## config.mk

```make
export PLATFORM = sky130hd
export DESIGN_NAME = max_heap_priority_queue
export DESIGN_NICKNAME = d
export VERILOG_FILES = /design/src/hdl/mhpq_pkg.sv /design/src/hdl/max_heap_priority_queue.sv
export SDC_FILE = /design/constraint.sdc
export NUM_CORES = 2
export LEC_CHECK = 0
export ABC_AREA = 0
export BUFFER_PORTS_ARGS = -buffer_cell sky130_fd_sc_hd__buf_2
export CELL_PAD_IN_SITES_DETAIL_PLACEMENT = 0
export CELL_PAD_IN_SITES_GLOBAL_PLACEMENT = 1
export CORE_MARGIN = 2
export CORE_UTILIZATION = 45
export DETAILED_ROUTE_END_ITERATION = 8
export PLACE_DENSITY_LB_ADDON = 0.1
export REMOVE_ABC_BUFFERS = 1
export SLEW_MARGIN = 20
export SYNTH_ARGS = -nofsm -noshare
export SYNTH_HDL_FRONTEND = slang
export SYNTH_SLANG_ARGS = --single-unit
```

## constraint.sdc

```tcl
create_clock -name clk -period 5.7 [get_ports clk]
set_input_delay 0.855 -clock clk [delete_from_list [all_inputs] [get_ports clk]]
set_output_delay 0.855 -clock clk [all_outputs]
set_load 0.01 [all_outputs]
```

## src/hdl/mhpq_pkg.sv

```systemverilog
package mhpq_pkg;

  // Default number of heap slots.
  localparam int HEAP_DEPTH_DEF = 32;

  // Fixed field widths of the stream words.
  localparam int KEY_W   = 32;
  localparam int IDX_W   = 5;
  localparam int CMD_W   = 2;
  localparam int STAT_W  = 2;
  localparam int COUNT_W = 6;

  // Command codes carried on in_tuser.
  typedef enum logic [CMD_W-1:0] {
    CMD_INSERT  = 2'd0,
    CMD_DEL_KEY = 2'd1,
    CMD_DEL_IDX = 2'd2,
    CMD_READ    = 2'd3
  } cmd_t;

  // Status codes carried on out_tuser.
  typedef enum logic [STAT_W-1:0] {
    ST_OK      = 2'd0,
    ST_FULL    = 2'd1,
    ST_MISSING = 2'd2,
    ST_RANGE   = 2'd3
  } status_t;

  // Sequencer states.
  typedef enum logic [3:0] {
    S_IDLE,
    S_SCAN,
    S_GET_RD,
    S_GET,
    S_SH_RD,
    S_SH_WR,
    S_LAST_RD,
    S_LAST_GET,
    S_DN_L,
    S_DN_R,
    S_DN_CMP,
    S_UP_RD,
    S_UP_CMP,
    S_WR_CUR,
    S_DONE
  } state_t;

endpackage

```

## src/hdl/max_heap_priority_queue.sv

```systemverilog
// Channel  Direction  Handshake               Payload
// in_      slave      in_tvalid / in_tready   tuser: cmd; tdata: key, index
// out_     master     out_tvalid / out_tready tuser: status; tdata: value, count
//
// One command is worked at a time by a sequencer around a single heap memory
// with one write port and one registered read port.
// Insert climbs the tree level by level; delete-at-index shifts the path above
// the target down to the root, moves the last entry into the root and sifts it down.
// Delete-by-value first scans the entries for the key; read fetches one entry.
// Reset clears the entry count and the control state; the memory is not cleared.
// A finished word waits in the output register while the next command is taken.
module max_heap_priority_queue #(
  parameter int HEAP_DEPTH = mhpq_pkg::HEAP_DEPTH_DEF
) (
  input  logic        clk,
  input  logic        rst_n,
  input  logic        in_tvalid,
  output logic        in_tready,
  input  logic [1:0]  in_tuser,   // [1:0] cmd
  input  logic [39:0] in_tdata,   // [31:0] key, [36:32] index, [39:37] zero
  output logic        out_tvalid,
  input  logic        out_tready,
  output logic [1:0]  out_tuser,  // [1:0] status
  output logic [39:0] out_tdata   // [31:0] value, [37:32] count, [39:38] zero
);

  localparam int AW  = $clog2(HEAP_DEPTH);
  localparam int CW  = $clog2(HEAP_DEPTH + 1);
  localparam int CHW = CW + 1;

  // Heap memory with registered read data.
  logic signed [mhpq_pkg::KEY_W-1:0] heap_mem [HEAP_DEPTH];
  logic signed [mhpq_pkg::KEY_W-1:0] rd_data_r;
  logic                              rd_en;
  logic [AW-1:0]                     rd_addr;
  logic                              wr_en;
  logic [AW-1:0]                     wr_addr;
  logic signed [mhpq_pkg::KEY_W-1:0] wr_data;

  // Control and working registers.
  mhpq_pkg::state_t                  state_r, state_nxt;
  logic [CW-1:0]                     cnt_r, cnt_nxt;
  logic [AW-1:0]                     pos_r, pos_nxt;
  logic signed [mhpq_pkg::KEY_W-1:0] cur_r, cur_nxt;
  logic signed [mhpq_pkg::KEY_W-1:0] gone_r, gone_nxt;
  logic signed [mhpq_pkg::KEY_W-1:0] key_r, key_nxt;
  logic signed [mhpq_pkg::KEY_W-1:0] best_val_r, best_val_nxt;
  logic [AW-1:0]                     best_pos_r, best_pos_nxt;
  logic                              moved_r, moved_nxt;
  logic                              r_ok_r, r_ok_nxt;
  mhpq_pkg::cmd_t                    cmd_r, cmd_nxt;
  mhpq_pkg::status_t                 status_r, status_nxt;
  logic [CW-1:0]                     scan_i_r, scan_i_nxt;
  logic                              scan_v_r, scan_v_nxt;
  logic                              found_r, found_nxt;
  logic [AW-1:0]                     hit_r, hit_nxt;

  // Output register.
  logic                                out_valid_r, out_valid_nxt;
  mhpq_pkg::status_t                   out_status_r, out_status_nxt;
  logic signed [mhpq_pkg::KEY_W-1:0]   out_value_r, out_value_nxt;
  logic [mhpq_pkg::COUNT_W-1:0]        out_count_r, out_count_nxt;

  // Input word fields.
  logic signed [mhpq_pkg::KEY_W-1:0] in_key;
  logic [mhpq_pkg::IDX_W-1:0]        in_index;

  // Tree neighbors of the current slot.
  logic [AW-1:0]  parent;
  logic [CHW-1:0] left;
  logic [CHW-1:0] right;

  assign in_key   = in_tdata[31:0];
  assign in_index = in_tdata[36:32];
  assign parent   = (pos_r - AW'(1)) >> 1;
  assign left     = (CHW'(pos_r) << 1) + CHW'(1);
  assign right    = left + CHW'(1);

  assign in_tready  = (state_r == mhpq_pkg::S_IDLE);
  assign out_tvalid = out_valid_r;
  assign out_tuser  = out_status_r;
  assign out_tdata  = {2'b00, out_count_r, out_value_r};

  // Memory ports.
  always_ff @(posedge clk) begin
    if (wr_en) begin
      heap_mem[wr_addr] <= wr_data;
    end
    if (rd_en) begin
      rd_data_r <= heap_mem[rd_addr];
    end
  end

  // Control registers.
  always_ff @(posedge clk) begin
    if (!rst_n) begin
      state_r     <= mhpq_pkg::S_IDLE;
      cnt_r       <= '0;
      out_valid_r <= 1'b0;
      scan_v_r    <= 1'b0;
    end else begin
      state_r     <= state_nxt;
      cnt_r       <= cnt_nxt;
      out_valid_r <= out_valid_nxt;
      scan_v_r    <= scan_v_nxt;
    end
  end

  // Payload registers.
  always_ff @(posedge clk) begin
    pos_r        <= pos_nxt;
    cur_r        <= cur_nxt;
    gone_r       <= gone_nxt;
    key_r        <= key_nxt;
    best_val_r   <= best_val_nxt;
    best_pos_r   <= best_pos_nxt;
    moved_r      <= moved_nxt;
    r_ok_r       <= r_ok_nxt;
    cmd_r        <= cmd_nxt;
    status_r     <= status_nxt;
    scan_i_r     <= scan_i_nxt;
    found_r      <= found_nxt;
    hit_r        <= hit_nxt;
    out_status_r <= out_status_nxt;
    out_value_r  <= out_value_nxt;
    out_count_r  <= out_count_nxt;
  end

  // Sequencer: next state, memory accesses and result.
  always_comb begin
    logic                              dn_moved;
    logic [AW-1:0]                     dn_pos;
    logic signed [mhpq_pkg::KEY_W-1:0] dn_val;

    state_nxt      = state_r;
    cnt_nxt        = cnt_r;
    pos_nxt        = pos_r;
    cur_nxt        = cur_r;
    gone_nxt       = gone_r;
    key_nxt        = key_r;
    best_val_nxt   = best_val_r;
    best_pos_nxt   = best_pos_r;
    moved_nxt      = moved_r;
    r_ok_nxt       = r_ok_r;
    cmd_nxt        = cmd_r;
    status_nxt     = status_r;
    scan_i_nxt     = scan_i_r;
    scan_v_nxt     = 1'b0;
    found_nxt      = found_r;
    hit_nxt        = hit_r;
    out_valid_nxt  = out_valid_r && !out_tready;
    out_status_nxt = out_status_r;
    out_value_nxt  = out_value_r;
    out_count_nxt  = out_count_r;
    rd_en          = 1'b0;
    rd_addr        = '0;
    wr_en          = 1'b0;
    wr_addr        = '0;
    wr_data        = '0;
    dn_moved       = moved_r;
    dn_pos         = best_pos_r;
    dn_val         = best_val_r;

    unique case (state_r)
      mhpq_pkg::S_IDLE: begin
        if (in_tvalid) begin
          cmd_nxt    = mhpq_pkg::cmd_t'(in_tuser);
          key_nxt    = in_key;
          gone_nxt   = '0;
          status_nxt = mhpq_pkg::ST_OK;
          unique case (mhpq_pkg::cmd_t'(in_tuser))
            mhpq_pkg::CMD_INSERT: begin
              if (cnt_r >= CW'(HEAP_DEPTH)) begin
                status_nxt = mhpq_pkg::ST_FULL;
                state_nxt  = mhpq_pkg::S_DONE;
              end else begin
                cnt_nxt = cnt_r + CW'(1);
                pos_nxt = AW'(cnt_r);
                cur_nxt = in_key;
                if (cnt_r == '0) begin
                  wr_en     = 1'b1;
                  wr_addr   = '0;
                  wr_data   = in_key;
                  state_nxt = mhpq_pkg::S_DONE;
                end else begin
                  state_nxt = mhpq_pkg::S_UP_RD;
                end
              end
            end
            mhpq_pkg::CMD_DEL_KEY: begin
              if (cnt_r == '0) begin
                status_nxt = mhpq_pkg::ST_MISSING;
                state_nxt  = mhpq_pkg::S_DONE;
              end else begin
                scan_i_nxt = '0;
                found_nxt  = 1'b0;
                state_nxt  = mhpq_pkg::S_SCAN;
              end
            end
            default: begin
              if (cnt_r == '0) begin
                status_nxt = mhpq_pkg::ST_MISSING;
                state_nxt  = mhpq_pkg::S_DONE;
              end else if (32'(in_index) >= 32'(cnt_r)) begin
                status_nxt = mhpq_pkg::ST_RANGE;
                state_nxt  = mhpq_pkg::S_DONE;
              end else begin
                rd_en     = 1'b1;
                rd_addr   = AW'(in_index);
                pos_nxt   = AW'(in_index);
                state_nxt = mhpq_pkg::S_GET;
              end
            end
          endcase
        end
      end

      // Linear search, one read issued and one compare done per cycle.
      mhpq_pkg::S_SCAN: begin
        if (scan_v_r && rd_data_r == key_r) begin
          found_nxt = 1'b1;
          hit_nxt   = AW'(scan_i_r - CW'(1));
        end
        if (scan_i_r < cnt_r) begin
          rd_en      = 1'b1;
          rd_addr    = AW'(scan_i_r);
          scan_v_nxt = 1'b1;
          scan_i_nxt = scan_i_r + CW'(1);
        end else if (!scan_v_r) begin
          if (found_r) begin
            pos_nxt   = hit_r;
            state_nxt = mhpq_pkg::S_GET_RD;
          end else begin
            status_nxt = mhpq_pkg::ST_MISSING;
            state_nxt  = mhpq_pkg::S_DONE;
          end
        end
      end

      mhpq_pkg::S_GET_RD: begin
        rd_en     = 1'b1;
        rd_addr   = pos_r;
        state_nxt = mhpq_pkg::S_GET;
      end

      // The target entry is in the read register.
      mhpq_pkg::S_GET: begin
        gone_nxt = rd_data_r;
        if (cmd_r == mhpq_pkg::CMD_READ) begin
          state_nxt = mhpq_pkg::S_DONE;
        end else if (pos_r == '0) begin
          state_nxt = mhpq_pkg::S_LAST_RD;
        end else begin
          state_nxt = mhpq_pkg::S_SH_RD;
        end
      end

      // Shift the path above the target down by one level.
      mhpq_pkg::S_SH_RD: begin
        rd_en     = 1'b1;
        rd_addr   = parent;
        state_nxt = mhpq_pkg::S_SH_WR;
      end

      mhpq_pkg::S_SH_WR: begin
        wr_en   = 1'b1;
        wr_addr = pos_r;
        wr_data = rd_data_r;
        pos_nxt = parent;
        if (parent == '0) begin
          state_nxt = mhpq_pkg::S_LAST_RD;
        end else begin
          state_nxt = mhpq_pkg::S_SH_RD;
        end
      end

      // Fetch the last entry; it fills the root hole.
      mhpq_pkg::S_LAST_RD: begin
        rd_en     = 1'b1;
        rd_addr   = AW'(cnt_r - CW'(1));
        cnt_nxt   = cnt_r - CW'(1);
        state_nxt = mhpq_pkg::S_LAST_GET;
      end

      mhpq_pkg::S_LAST_GET: begin
        cur_nxt   = rd_data_r;
        pos_nxt   = '0;
        state_nxt = mhpq_pkg::S_DN_L;
      end

      // Sift down: read the left child if present.
      mhpq_pkg::S_DN_L: begin
        if (left < CHW'(cnt_r)) begin
          rd_en     = 1'b1;
          rd_addr   = AW'(left);
          state_nxt = mhpq_pkg::S_DN_R;
        end else begin
          wr_en     = 1'b1;
          wr_addr   = pos_r;
          wr_data   = cur_r;
          state_nxt = mhpq_pkg::S_DONE;
        end
      end

      // Compare the left child; read the right child if present.
      mhpq_pkg::S_DN_R: begin
        if (rd_data_r > cur_r) begin
          best_val_nxt = rd_data_r;
          best_pos_nxt = AW'(left);
          moved_nxt    = 1'b1;
        end else begin
          best_val_nxt = cur_r;
          best_pos_nxt = pos_r;
          moved_nxt    = 1'b0;
        end
        if (right < CHW'(cnt_r)) begin
          rd_en    = 1'b1;
          rd_addr  = AW'(right);
          r_ok_nxt = 1'b1;
        end else begin
          r_ok_nxt = 1'b0;
        end
        state_nxt = mhpq_pkg::S_DN_CMP;
      end

      // Pick the larger child, left wins a tie, and move it up.
      mhpq_pkg::S_DN_CMP: begin
        if (r_ok_r && rd_data_r > best_val_r) begin
          dn_moved = 1'b1;
          dn_pos   = AW'(right);
          dn_val   = rd_data_r;
        end
        wr_en   = 1'b1;
        wr_addr = pos_r;
        if (dn_moved) begin
          wr_data   = dn_val;
          pos_nxt   = dn_pos;
          state_nxt = mhpq_pkg::S_DN_L;
        end else begin
          wr_data   = cur_r;
          state_nxt = mhpq_pkg::S_DONE;
        end
      end

      // Sift up: pull smaller parents down into the hole.
      mhpq_pkg::S_UP_RD: begin
        rd_en     = 1'b1;
        rd_addr   = parent;
        state_nxt = mhpq_pkg::S_UP_CMP;
      end

      mhpq_pkg::S_UP_CMP: begin
        wr_en   = 1'b1;
        wr_addr = pos_r;
        if (rd_data_r < cur_r) begin
          wr_data = rd_data_r;
          pos_nxt = parent;
          if (parent == '0) begin
            state_nxt = mhpq_pkg::S_WR_CUR;
          end else begin
            state_nxt = mhpq_pkg::S_UP_RD;
          end
        end else begin
          wr_data   = cur_r;
          state_nxt = mhpq_pkg::S_DONE;
        end
      end

      mhpq_pkg::S_WR_CUR: begin
        wr_en     = 1'b1;
        wr_addr   = pos_r;
        wr_data   = cur_r;
        state_nxt = mhpq_pkg::S_DONE;
      end

      // Hand the word to the output register once it is free.
      mhpq_pkg::S_DONE: begin
        if (!out_valid_r || out_tready) begin
          out_valid_nxt  = 1'b1;
          out_status_nxt = status_r;
          out_value_nxt  = gone_r;
          out_count_nxt  = mhpq_pkg::COUNT_W'(cnt_r);
          state_nxt      = mhpq_pkg::S_IDLE;
        end
      end

      default: begin
        state_nxt = mhpq_pkg::S_IDLE;
      end
    endcase
  end

  // The entry count never passes the depth.
  a_cnt_bound: assert property (@(posedge clk) disable iff (!rst_n)
    32'(cnt_r) <= HEAP_DEPTH)
    else $error("entry count above heap depth");

  // Memory writes stay inside the heap.
  a_wr_bound: assert property (@(posedge clk) disable iff (!rst_n)
    wr_en |-> 32'(wr_addr) < HEAP_DEPTH)
    else $error("heap write outside the memory");

  // No read and write of the same slot in one cycle.
  a_no_rw_clash: assert property (@(posedge clk) disable iff (!rst_n)
    (rd_en && wr_en) |-> rd_addr != wr_addr)
    else $error("read and write of one slot in the same cycle");

  // An accepted word starts work on the sequencer.
  a_busy_after_accept: assert property (@(posedge clk) disable iff (!rst_n)
    (in_tvalid && in_tready) |=> state_r != mhpq_pkg::S_IDLE)
    else $error("sequencer idle after accepting a word");

  // A failed command returns a zero value.
  a_err_zero: assert property (@(posedge clk) disable iff (!rst_n)
    (out_valid_r && out_status_r != mhpq_pkg::ST_OK) |-> out_value_r == '0)
    else $error("nonzero value with an error status");

endmodule

```

After elaboration in Yosys (flattened, before gate mapping)
Memories as Yosys holds them, arrays and structs flattened. A register that Yosys moved wholly into a read port is not among the register bits.
Cells that the tools add are included.
{ "word_totals": {"ramBits": 1024, "out_inout_bits": 44, "elab_cells": 206, "inputBits": 46, "regBits": 208, "mem_count": 1} }
{ "mem_list": {"columns": ["memory", "words", "width", "read_ports", "rd_ports_with_merged_regs", "write_ports", "line_no", "text"], "rows": [
  ["heap_mem", 32, 32, 1, 1, 1, "max_heap_priority_queue.sv:32", "logic signed [mhpq_pkg::KEY_W-1:0] heap_mem [HEAP_DEPTH];"]
]} }
{ "classes": {"order_cmp": 8, "n_mux": 103, "n_eq_ne": 35, "n_addsub": 7, "n_reduce_logical": 32} }
{ "ops": {"columns": ["cell", "n"], "rows": [
  ["2-to-1 mux 32 bit", 13],
  ["case mux 32 bit (6 select lines)", 1],
  ["case mux 32 bit (2 select lines)", 2],
  ["2-to-1 mux 5 bit", 19],
  ["> comparator 32 bit", 2],
  ["case mux 4 bit (15 select lines)", 1],
  ["2-to-1 mux 6 bit", 7],
  ["2-to-1 mux 4 bit", 10],
  ["case mux 5 bit (7 select lines)", 1],
  ["equality test 32 bit", 1],
  ["< comparator 32 bit", 1],
  ["case mux 5 bit (6 select lines)", 1],
  ["equality test 4 bit, second input constant", 7],
  ["!= test 2 bit, second input constant", 13],
  ["2-to-1 mux 1 bit", 24],
  ["case mux 6 bit (2 select lines)", 2],
  ["case mux 5 bit (2 select lines)", 2],
  ["2-to-1 mux 2 bit", 9],
  ["equality test 4 x 3 -> 1 bit, second input constant", 4],
  ["2-to-1 mux 3 bit", 5],
  ["AND reduction 5 bit", 3],
  ["< comparator 7 x 6 -> 1 bit", 2],
  ["adder 6 x 1 -> 6 bit, second input constant", 2],
  ["AND reduction 4 bit", 3],
  ["other kinds (32)", 50]
]} }

Logic depth before layout (Yosys ltp)
{ "depth": {"depth_word": 8, "ltp_mapped": 17, "ltp_nobuf": 13} }

Worst setup path after synthesis
No wires, ideal clock.
{ "synth_timing": {"path_type": "reg2reg", "from": "register pos_r[0]", "to": "memory heap_mem[24][0] (netlist name), enable pin", "path_stages_with_launch": 12, "synth_period_minus_slack_ns": 5.159, "setup_slack_ns": 0.541, "t_arrival_ns": 4.691, "path_cell_list": "edfxtp_1 -> clkbuf_1 -> clkinv_1 -> ha_1 -> nor2b_1 -> o2111a_1 -> nor3_1 -> nor3_1 -> o21bai_1 -> and2_1 -> nand3_1 -> nor3b_1"} }
{ "synth_between": {"elab_chain_cells": 6, "word_cells_on_any_way": 8, "cone_classes": "1 x add/sub; 1 x order compare; 6 x mux"} }
{ "synth_rtl": {"columns": ["element", "line_no", "text"], "rows": [
  ["start, declared", "max_heap_priority_queue.sv:43", "logic [AW-1:0] pos_r, pos_nxt;"],
  ["start signal, assigned", "max_heap_priority_queue.sv:111", "pos_r <= pos_nxt;"],
  ["adder 6 x 1 -> 7 bit", "max_heap_priority_queue.sv:76", "assign left = (CHW'(pos_r) << 1) + CHW'(1);"],
  ["< comparator 7 x 6 -> 1 bit", "max_heap_priority_queue.sv:293", "if (left < CHW'(cnt_r)) begin"],
  ["2-to-1 mux 1 bit", "max_heap_priority_queue.sv:293", null],
  ["case mux 1 bit (3 select lines)", "max_heap_priority_queue.sv:164", "unique case (state_r)"],
  ["2-to-1 mux 1 bit", "max_heap_priority_queue.sv:86", "if (wr_en) begin"],
  ["2-to-1 mux 1 bit (implied by the code)", "max_heap_priority_queue.sv:87", "heap_mem[wr_addr] <= wr_data;"],
  ["end, declared", "max_heap_priority_queue.sv:32", null]
]} }
Several ways; a longest one is shown, not always the timed one.

Final worst setup path
{ "layout_timing": {"from": "register pos_r[1]", "to": "register rd_data_r[18] (netlist name) (read register of heap_mem), data pin"} }
{ "layout_between": {"elab_chain_cells": 5, "word_cells_on_any_way": 11, "cone_classes": "3 x add/sub; 2 x order compare; 6 x mux"} }
{ "layout_rtl": {"columns": ["element", "line_no", "text"], "rows": [
  ["adder 6 x 1 -> 7 bit", "max_heap_priority_queue.sv:76", null],
  ["adder 7 x 1 -> 7 bit", "max_heap_priority_queue.sv:77", "assign right = left + CHW'(1);"],
  ["< comparator 7 x 6 -> 1 bit", "max_heap_priority_queue.sv:316", "if (right < CHW'(cnt_r)) begin"],
  ["2-to-1 mux 5 bit / 2-to-1 mux 1 bit (equally long branches)", "max_heap_priority_queue.sv:316", null],
  ["case mux 5 bit (7 select lines) / case mux 1 bit (5 select lines) (equally long branches)", "max_heap_priority_queue.sv:164", null],
  ["end, declared", "max_heap_priority_queue.sv:33", "logic signed [mhpq_pkg::KEY_W-1:0] rd_data_r;"]
]} }
Several ways; a longest one is shown, not always the timed one.
A chain may end at the register's enable or synchronous reset.

==> run metrics <==
outcome complete, no violations; post-CTS sizing 0; Max-slew headroom 0.290; Clock Latency Late Sink 0.76 ns; crit path DAT 5.30 ns; Clock Sinks 1264; first-pass GRT wire length 245 mm; Switch Pwr 14.5 mW; max frequency 0.207 GHz; critical path class flop to flop; worst r2r src pos_r[1]; drt pass-1 iters 5; CP Capture Type flop; # DRC 0; die width 348 microns; Startpoint Class flop; GRT Resource Usage Total 0.287; Final Total Pwr 36.5 mW; Least-Margin Pin Slew 1.04 ns; Crit path required time 6.18 ns; die area 0.121 sq mm; CTS Buffer Depth 3; MaxCap Viol Count 0; setup slack after layout 0.875 ns; Crit. Startpoint pos_r[1]; floorplan row count 126; CP cell instances inv_1 -> ha_1 -> ha_1 -> o21ai_0 -> a21oi_1 -> o31ai_1 -> a32oi_1 -> nand2_4 -> nand2_2 -> o221ai_1 -> o32ai_1 -> nor3_1; largest net degree at the start of global routing 87; pre-CTS WS 0.914 ns; r2r setup slk 0.87 ns; PwrDens 598 mW/mm^2; dpl cells 5420; H-tree depth 4; Comb pwr share 0.406; Vias 34.6k; non-filler cells, final 5672; worst hold margin 0.304 ns; nets 4162; Critical Path End rd_data_r[18]; Hold Path Depth 1; CTS tree built; Main synth FF type edfxtp_1; ANT nets after route 0; sw frac 0.396; Syn Area/Cell 13.9 sq um; mean routed wirelength per cell 30.8 microns; Final setup viols 0; ratio of final minimum period to clock period 0.847; slowest stage cell, crit path o31ai_1; Synth cell types 78; cts hold-fix bufs 0; area of the mapped netlist 0.0533 sq mm; sequential area share after synthesis 0.709; Slew Viols, Final 0; CP bufs+invs 1; postcts setup bufs 0; VDD IR max 658 uV; Worst-path clk slew 0.06 ns; GP Congestion 0.865; global route overflow 0; Boundary Pins 90; Yosys reg bits 1264; layout cells sized above 1 0.147; crit path time final 4.83 ns; Starting DRT DRC Count 4107; sequential power share 0.356; vias in the first global route 32.4k; Area growth syn-to-layout 14.3%; YS warnings 0; I/O Buffers 84; Post-Syn Instances 3842; WP depth 12; final hold vios 0; Crit path top cell by count ha_1; filler instances 10.1k; Worst Path Max Fanout 14; initial antenna violation count 15; Clock power frac 0.239; hpwl dp 99.5 mm; CP delay by family, top compound AO/OA/AOI/OAI gates; r2r endpoint rd_data_r[18]; CTS buffer count 139; Internal Dissipation 22.0 mW; RSZ-0062 raised after global routing no; Clock Skew 0.0303 ns; initial core utilization 0.453; DR vias/cell 6.09; clock root buffer clkbuf_16; leakage 22.0 nW; Synth async-reset ratio 0; Post-synth EDFFs 1252; height of the die 348 microns; core area 0.118 sq mm; hold crit path type primary input to flop; Post-Route WL 175 mm; Crit path largest cell delay 0.58 ns; R2R depth 12
cell usage after synthesis, types with 20 or more instances:
cell,number,area (sq um)
a31oi_1,75,469
a22o_1,23,201
ha_1,91,1140
a311oi_1,105,920
nand3_1,197,986
o21ai_0,45,225
edfxtp_1,1252,37600
xor2_1,37,324
mux2_2,65,732
a21o_1,20,150
mux2i_1,133,1330
buf_4,33,248
o221ai_1,52,455
nor3_1,40,200
nor4_1,25,156
nor2_1,64,240
clkbuf_1,101,379
a21oi_1,53,265
buf_2,89,445
inv_1,88,330
a221o_1,37,370
and3_1,127,795
nand2_1,827,3100
layout by cell type, fill, tap and decap left out, types with 12 or more instances in the layout:
cell and instances:
a21o_1 16, a21oi_1 52, a221o_1 37, a22o_1 23, a311oi_1 105, a31oi_1 75, a32oi_1 16, and2_1 15
and3_1 125, buf_12 26, buf_2 84, buf_4 169, clkbuf_1 35, clkbuf_16 142, clkinv_1 29, clkinv_2 23
dfxtp_1 12, edfxtp_1 1252, ha_1 91, inv_1 88, mux2_2 65, mux2i_1 133, nand2_1 823, nand2b_1 12
nand3_1 196, nand4_1 16, nor2_1 43, nor2_4 20, nor2b_1 14, nor3_1 33, nor4_1 24, o21ai_0 45
o221ai_1 52, o32ai_1 16, xnor2_1 16, xor2_1 37
per-stage QoR:
step                       util  TNS [ns]  cell area (sq um)
after floorplan               -  -1502.55              52200
after global placement    0.481         0              56600
after detailed placement  0.481         0              56600
after CTS                 0.518         0              61000
after global routing      0.518         0              61000
final                     0.518         0              61000
cell families after synthesis:
kind of cell	count (synthesis)	synth area share
AND/OR/NAND/NOR	1366	0.113
flip-flops	1264	0.709
AO/OA/AOI/OAI	540	0.0793
buffers and inverters	327	0.0282
multiplexers	200	0.0395
adder cells (fa/ha/maj)	91	0.0213
XOR/XNOR	53	0.00870
other	1	0.0000703
state kept, by name (all words and copies together) (netlist names):
name and count:
cnt_r 6, out_tuser 2, cur_r 32, out_value_r 32, best_val_r 32, key_r 32
best_pos_r 5, moved_r 1, scan_v_r 1, out_count_r 6, cmd_r 2, rd_data_r 32
scan_i_r 6, state_r 4, gone_r 32, r_ok_r 1, status_r 2, out_tvalid 1
heap_mem 1024, found_r 1, pos_r 5, hit_r 5
power groups by stage:
| stage | clock [mW] | combinational [mW] | sequential [mW] |
|---|---|---|---|
| floorplan | 0 | 7.53 | 12.9 |
| global placement | 0 | 14.6 | 13.1 |
| detailed placement | 0 | 14.7 | 13.2 |
| CTS | 8.84 | 14.7 | 13.0 |
| global route | 9.19 | 15.9 | 13.0 |
| finish | 8.71 | 14.8 | 13.0 |
how the worst min path moves through the flow:
stage / endpoint / from / slack [ns]
floorplan: out_tuser[0] / status_r[0] / 0.40
global placement: out_tuser[0] / status_r[0] / 0.40
detailed placement: out_value_r[12] / gone_r[12] / 0.41
CTS: key_r[30] / in_tdata[30] / 0.26
global route: key_r[30] / in_tdata[30] / 0.29
finish: key_r[5] / in_tdata[5] / 0.30
per-layer routing:
layer	share of wire	track usage
met1	0.44	0.424
met2	0.44	0.430
met3	0.086	0.0570
met4	0.029	0.0869
met5	0.00053	0
layout make-up:
class / instances / area, sq um / area share
flip-flops and latches: 1264 / 37800 / 0.621
multi-input cells: 2252 / 14300 / 0.235
clock buffers: 177 / 3680 / 0.0604
repair buffers: 279 / 2210 / 0.0362
well taps: 1536 / 1920 / 0.0315
clock inverters: 72 / 659 / 0.0108
inverters: 89 / 334 / 0.00548
diodes: 3 / 7.51 / 0.000123
worst register-to-register path, delay by kind of cell, from the launching register on:
family	cells	cell delay, ns
compound gates	6	1.73
simple gates	3	1.20
fa+ha+maj	2	0.85
flops	1	0.56
buf+inv	1	0.19
Power figures use the tool's default switching activity.
